## src/spec_pkg.sv

```systemverilog
package spec_pkg;

  // pipeline layout
  localparam int PIPE_STG  = 30;   // register stages ahead of the output register
  localparam int CORR_STG  = 23;   // stages spent in the chroma correction
  localparam int DIV_BITS  = 19;   // quotient bits produced by the divider

  typedef logic signed [18:0] ct_t;  // corrected chroma, signed Q11.8

  // full-range ycbcr conversion, q16 coefficients
  localparam int unsigned Y_R        = 19595;
  localparam int unsigned Y_G        = 38470;
  localparam int unsigned Y_B        = 7471;
  localparam int unsigned CB_R       = 11058;
  localparam int unsigned CB_G       = 21710;
  localparam int unsigned CR_G       = 27439;
  localparam int unsigned CR_B       = 5329;
  localparam int unsigned CHROMA_OFS = 8388608;

  // luma band in which chroma passes uncorrected
  localparam logic [7:0] LUMA_LO = 8'd125;
  localparam logic [7:0] LUMA_HI = 8'd188;
  localparam logic [7:0] SPREAD_LO_REF = 8'd16;
  localparam logic [7:0] SPREAD_HI_REF = 8'd235;
  localparam int DEN_LO = 109;
  localparam int DEN_HI = 47;

  // per lane constants, lane 0 is cb and lane 1 is cr
  localparam int LANE_W      [2] = '{4697, 3876};
  localparam int LANE_K      [2] = '{108, 154};
  localparam int CN0_LO      [2] = '{11772, 16786};
  localparam int CNS_LO      [2] = '{10, -10};
  localparam int CN0_HI      [2] = '{5076, 7238};
  localparam int CNS_HI      [2] = '{10, 22};
  localparam int SN0_LO      [2] = '{250700, 218000};
  localparam int SNS_LO      [2] = '{2397, 1876};
  localparam int SN0_HI      [2] = '{65800, 47000};
  localparam int SNS_HI      [2] = '{3297, 2876};

  localparam int CT_MAX = 262143;
  localparam int CT_MIN = -262144;

  // rotation and ellipse
  localparam int CEN_B   = 28001;
  localparam int CEN_R   = 38917;
  localparam int ROT_COS = 13414;  // magnitude, the cosine is negative
  localparam int ROT_SIN = 9407;
  localparam int OFS_X   = 410;
  localparam int OFS_Y   = 617;
  localparam int FAR_LIM = 8192;
  localparam int ELL_A   = 2539;
  localparam int ELL_B   = 1403;
  localparam longint unsigned ELL_LIM =
    (64'(ELL_A) * 64'(ELL_A) * 64'(ELL_B) * 64'(ELL_B) * 64'd65536) / 64'd10000;

endpackage

```

## src/spec_chroma_corr.sv

```systemverilog
module spec_chroma_corr (
  input  logic            clk,
  input  logic            en,
  input  logic [7:0]      yl,
  input  logic [7:0]      cb,
  input  logic [7:0]      cr,
  output spec_pkg::ct_t   ctb,
  output spec_pkg::ct_t   ctr
);

  spec_pkg::ct_t ct_out [2];

  assign ctb = ct_out[0];
  assign ctr = ct_out[1];

  for (genvar g = 0; g < 2; g++) begin : g_lane
    localparam logic signed [17:0] CN0L = 18'(spec_pkg::CN0_LO[g]);
    localparam logic signed [17:0] CNSL = 18'(spec_pkg::CNS_LO[g]);
    localparam logic signed [17:0] CN0H = 18'(spec_pkg::CN0_HI[g]);
    localparam logic signed [17:0] CNSH = 18'(spec_pkg::CNS_HI[g]);
    localparam logic signed [20:0] SN0L = 21'(spec_pkg::SN0_LO[g]);
    localparam logic signed [20:0] SNSL = 21'(spec_pkg::SNS_LO[g]);
    localparam logic signed [20:0] SN0H = 21'(spec_pkg::SN0_HI[g]);
    localparam logic signed [20:0] SNSH = 21'(spec_pkg::SNS_HI[g]);
    localparam logic signed [20:0] K256 = 21'(spec_pkg::LANE_K[g] * 256);
    localparam int W = spec_pkg::LANE_W[g];

    logic [7:0] c_in;
    assign c_in = (g == 0) ? cb : cr;

    // stage a: center, spread and numerator from luma
    logic               lo, hi;
    logic signed [8:0]  t_s, u_s;
    logic signed [17:0] cn_s, num_s, dd_s;
    logic signed [20:0] sn_s;
    logic signed [17:0] num_r;
    logic signed [20:0] sn_r;
    logic               byp_a_r;
    logic [7:0]         c_a_r;

    always_comb begin
      lo    = yl < spec_pkg::LUMA_LO;
      hi    = yl > spec_pkg::LUMA_HI;
      t_s   = lo ? $signed({1'b0, spec_pkg::LUMA_LO}) - $signed({1'b0, yl})
                 : $signed({1'b0, yl}) - $signed({1'b0, spec_pkg::LUMA_HI});
      u_s   = lo ? $signed({1'b0, yl}) - $signed({1'b0, spec_pkg::SPREAD_LO_REF})
                 : $signed({1'b0, spec_pkg::SPREAD_HI_REF}) - $signed({1'b0, yl});
      cn_s  = lo ? CN0L + CNSL * 18'(t_s) : CN0H + CNSH * 18'(t_s);
      sn_s  = lo ? SN0L + SNSL * 21'(u_s) : SN0H + SNSH * 21'(u_s);
      dd_s  = lo ? 18'(spec_pkg::DEN_LO) : 18'(spec_pkg::DEN_HI);
      num_s = $signed({10'd0, c_in}) * dd_s - cn_s;
    end

    always_ff @(posedge clk) begin
      if (en) begin
        num_r   <= num_s;
        sn_r    <= sn_s;
        byp_a_r <= !lo && !hi;
        c_a_r   <= c_in;
      end
    end

    // stage b: magnitudes and scaled numerator
    logic [15:0] an;
    logic [28:0] aw_r;
    logic [18:0] ad_r;
    logic        neg_b_r, byp_b_r;
    logic [7:0]  c_b_r;
    logic [17:0] num_mag;
    logic [20:0] sn_mag;

    always_comb begin
      num_mag = num_r[17] ? 18'(-num_r) : 18'(num_r);
      sn_mag  = sn_r[20] ? 21'(-sn_r) : 21'(sn_r);
      an      = num_mag[15:0];
    end

    always_ff @(posedge clk) begin
      if (en) begin
        aw_r    <= 29'(an * W);
        ad_r    <= sn_mag[18:0];
        neg_b_r <= num_r[17] ^ sn_r[20];
        byp_b_r <= byp_a_r;
        c_b_r   <= c_a_r;
      end
    end

    // stage c: rounding bias, divisor, overflow of the quotient range
    logic [37:0] nn;
    logic [19:0] dv0;
    logic        ovf0;

    logic [19:0] rem_r [spec_pkg::DIV_BITS+1];
    logic [18:0] nlo_r [spec_pkg::DIV_BITS+1];
    logic [18:0] q_r   [spec_pkg::DIV_BITS+1];
    logic [19:0] dv_r  [spec_pkg::DIV_BITS+1];
    logic        ovf_r [spec_pkg::DIV_BITS+1];
    logic        neg_r [spec_pkg::DIV_BITS+1];
    logic        byp_r [spec_pkg::DIV_BITS+1];
    logic [7:0]  c_r   [spec_pkg::DIV_BITS+1];

    always_comb begin
      nn   = {aw_r, 9'd0} + 38'(ad_r);
      dv0  = {ad_r, 1'b0};
      ovf0 = {1'b0, nn[37:19]} >= dv0;
    end

    always_ff @(posedge clk) begin
      if (en) begin
        rem_r[0] <= ovf0 ? '0 : {1'b0, nn[37:19]};
        nlo_r[0] <= nn[18:0];
        q_r[0]   <= '0;
        dv_r[0]  <= dv0;
        ovf_r[0] <= ovf0;
        neg_r[0] <= neg_b_r;
        byp_r[0] <= byp_b_r;
        c_r[0]   <= c_b_r;
      end
    end

    // restoring divider, one quotient bit per stage
    for (genvar k = 0; k < spec_pkg::DIV_BITS; k++) begin : g_step
      logic [20:0] tt;
      logic        ge;
      logic [19:0] rem_nxt;

      always_comb begin
        tt      = {rem_r[k], nlo_r[k][18]};
        ge      = tt >= {1'b0, dv_r[k]};
        rem_nxt = ge ? 20'(tt - {1'b0, dv_r[k]}) : tt[19:0];
      end

      always_ff @(posedge clk) begin
        if (en) begin
          rem_r[k+1] <= rem_nxt;
          nlo_r[k+1] <= {nlo_r[k][17:0], 1'b0};
          q_r[k+1]   <= {q_r[k][17:0], ge};
          dv_r[k+1]  <= dv_r[k];
          ovf_r[k+1] <= ovf_r[k];
          neg_r[k+1] <= neg_r[k];
          byp_r[k+1] <= byp_r[k];
          c_r[k+1]   <= c_r[k];
        end
      end
    end

    // stage d: bypass, sign, cluster offset and saturation
    localparam int L = spec_pkg::DIV_BITS;
    logic signed [20:0] sq, vv;
    spec_pkg::ct_t      ct_nxt, ct_r;

    always_comb begin
      sq = neg_r[L] ? -$signed({2'b00, q_r[L]}) : $signed({2'b00, q_r[L]});
      vv = sq + K256;
      if (byp_r[L]) begin
        ct_nxt = $signed({3'b000, c_r[L], 8'd0});
      end else if (ovf_r[L]) begin
        ct_nxt = neg_r[L] ? 19'(spec_pkg::CT_MIN) : 19'(spec_pkg::CT_MAX);
      end else if (vv > 21'(spec_pkg::CT_MAX)) begin
        ct_nxt = 19'(spec_pkg::CT_MAX);
      end else if (vv < 21'(spec_pkg::CT_MIN)) begin
        ct_nxt = 19'(spec_pkg::CT_MIN);
      end else begin
        ct_nxt = 19'(vv);
      end
    end

    always_ff @(posedge clk) begin
      if (en) begin
        ct_r <= ct_nxt;
      end
    end

    assign ct_out[g] = ct_r;
  end

endmodule

```

## config.mk

```make
export PLATFORM = sky130hd
export DESIGN_NAME = spec_chroma_corr
export DESIGN_NICKNAME = d
export VERILOG_FILES = /design/src/spec_pkg.sv /design/src/spec_chroma_corr.sv
export SDC_FILE = /design/constraint.sdc
export NUM_CORES = 2
export LEC_CHECK = 0
export ABC_AREA = 1
export BUFFER_PORTS_ARGS = -buffer_cell sky130_fd_sc_hd__clkbuf_2
export CORE_AREA = 3 3 562 564
export CTS_BUF_LIST = sky130_fd_sc_hd__clkbuf_4
export CTS_CLUSTER_SIZE = 12
export DETAILED_ROUTE_END_ITERATION = 16
export DIE_AREA = 0 0 565 567
export SLEW_MARGIN = 10
export SYNTH_ARGS = -nofsm -noshare
export SYNTH_HDL_FRONTEND = slang
export SYNTH_SLANG_ARGS = --single-unit
```

## constraint.sdc

```tcl
create_clock -name clk -period 18.13 [get_ports clk]
set_input_delay 0.9065 -clock clk [delete_from_list [all_inputs] [get_ports clk]]
set_output_delay 0.9065 -clock clk [all_outputs]
set_load 0.05 [all_outputs]
```

==> results.ini <==
[status]
status=complete, no violations

[placement]
routabilityCongestion=0.9060
post-dp-hpwl_um=193100
port_buffers=63

[clock_tree]
postCtsSetupRepairBufs=0
clk_path_buf_depth=4
htreeDepth=6
clk_pin_slew_ns=0.07
cts_sinks=2510
numCtsBuffers=660
cts_tree=built
cts_root_buffer=clkbuf_4
insertion_delay_ns=1.45

[routing]
wirelength_um=258300
wl_met3_um=9036
drc=0
top_layer=met5
ant_nets=0
route.met2.wl_um=136100
drt_iter0_drc=3777
vias=87994
routed_via_density=4.898
wl_met1_um=103400
dr.pass1.iters=6
wl_per_cell_um=14.37

[floorplanning]
core_mm2=0.3114
row_count=205
start_util_pct=44.88
die_area_mm2=0.3204
ios=64
dieWidth_um=565
die_h_um=567

[setup_path]
max_stage_delay_ns=0.70
cp_max_fo=67
critPathKind=in -> reg
crit_path_start_kind=input pin
critPathRequiredTime_ns=19.31
crit_buf_inv=11
crit_path_frequent_cell=inv_1
arrival_ns=9.20
slowest_stage=buf_4
crit_path_end_kind=flop
worst_path_dominant_cell_family=adder cells

[global_routing]
grt.overflow.total=0
grt_pass1_wl_um=425800
grt_pass1_vias=89418
grt_usage_pct=16.04
grt_max_degree=203
antenna_found_initial=5

[timing]
fin_crit_sh_pct=44.27
rsz0062_at_grt=no
fmax_ghz=0.1246
worst_pin_slew_ns=1.113
finalMaxSlewViolations=0
setup_viol=0
fin_skew_ns=0.07436
finalCriticalPeriod_ns=8.025
setup_tns_ns=0
finalHoldViolCount=0
slew_headroom_pct=25.79

[synth]
yosys-top-cells-area=edfxtp_1, ha_1, inv_1
yosysWarnings=0
synth_cell_types=83
ys_seq_area_share_pct=53.93
syn-cell-area_mm2=0.1398
synth_most_common_cell=edfxtp_1
synthTopCellsByCount=edfxtp_1, inv_1, nand2_1
yosysTopAreaCell=edfxtp_1
synth_seq_cells=2510
ys.flop_type=edfxtp_1
ys_async_sr_fraction_pct=0
synth_area_per_cell_um2=10.99
yosysTopAreaCellShare_pct=53.93
synth-edff-count=2510
syn_inst=12719

[cells_and_area]
area_growth_pct=9.712
drive_gt1_share_pct=9.530
nets=14966

[worst_hold_path]
hp-class=in -> reg

[job]
cap_violations=0

[sequential cells by signal, summed over array words and instances (netlist names), 35 cells and up]
signal,flops
g_lane.sn_r,37
g_lane.c_r,320
g_lane.ad_r,35
g_lane.rem_r,757
g_lane.nlo_r,314
g_lane.aw_r,54
g_lane.q_r,380
g_lane.ovf_r,40
g_lane.dv_r,408
g_lane.neg_r,40
[final timing paths]
check / start / endpoint / slack (ns) / cells past startpoint
worst max-delay path: yl[3] / g_lane[0].num_r[15] / 10.10 / 40
worst min-delay path: cr[0] / g_lane[1].num_r[0] / 0.31 / 2
worst max register to register: g_lane[0].num_r[0] / g_lane[0].aw_r[27] / 11.63 / 24
worst min register to register: g_lane[0].nlo_r[2][14] / g_lane[0].nlo_r[3][15] / 0.37 / 0
[placed cells by master (no fill, tap or decap), types with 64 or more instances in the layout]
| master | Yosys | routed |
|---|---|---|
| edfxtp_1 | 2510 | 2510 |
| nand4_1 | 89 | 89 |
| nor3_1 | 122 | 122 |
| nor2_1 | 849 | 849 |
| clkbuf_4 | 0 | 906 |
| a21oi_1 | 1149 | 1149 |
| o21bai_1 | 64 | 64 |
| xnor2_1 | 388 | 388 |
| fa_1 | 272 | 272 |
| clkinv_1 | 3 | 123 |
| inv_1 | 1950 | 1950 |
| ha_1 | 1307 | 1307 |
| o21ai_1 | 82 | 82 |
| nand3_1 | 326 | 326 |
| nand2_1 | 1784 | 1783 |
| o21ai_0 | 612 | 612 |
| xor2_1 | 453 | 453 |
[what timing repair did]
item                                   CTS  global route
setup endpoints to repair                0             0
gates resized for setup                  0             0
endpoints found under the hold margin  169             0
hold buffers                            19             0
[cells by family (layout without fill, tap and decap cells)]
group,after synthesis,in the layout,share of synthesized area (%)
simple gates,3386,3386,10.22
compound gates,2264,2264,8.997
buf+inv,2135,3233,5.933
other cells,1,11,0.002683
fa+ha+maj,1579,1579,15.60
mux,1,1,0.007163
xor+xnor,843,843,5.310
flops,2510,2510,53.93
[through the flow]
step	utilization [%]	std cells	hold WS [ns]	cell area, µm²	worst slack (ns)
6_report	49.24	17967	0.3128	153300	10.10
4_1_cts	49.23	17959	0.007914	153300	10.40
3_5_place_dp	46.55	16820	0.4045	144900	8.761
3_3_place_gp	46.55	16820	0.4002	144900	8.811
2_1_floorplan	-	12721	0.4003	139800	10.65
5_1_grt	49.23	17960	0.1519	153300	9.475
[routing by layer]
metal | global-route usage [%] | vias to the layer above
li1 | - | 45395
met1 | 17.64 | 40651
met2 | 30.06 | 1343
met3 | 2.541 | 601
met4 | 7.163 | 4
met5 | 0 | -
[layout make-up]
type | instances | area [µm²]
clock inverters | 214 | 1379
well taps | 4140 | 5180
diodes | 8 | 20.02
fillers | 28513 | 158100
clock buffers | 906 | 6802
flip-flops and latches | 2510 | 75370
inverters | 1973 | 7412
multi-input cells | 8076 | 56130
repair buffers | 140 | 1031
Power is left out: the tool's default activity adds up to more than one toggle a clock period on the data nets, which glitch-free logic cannot reach.
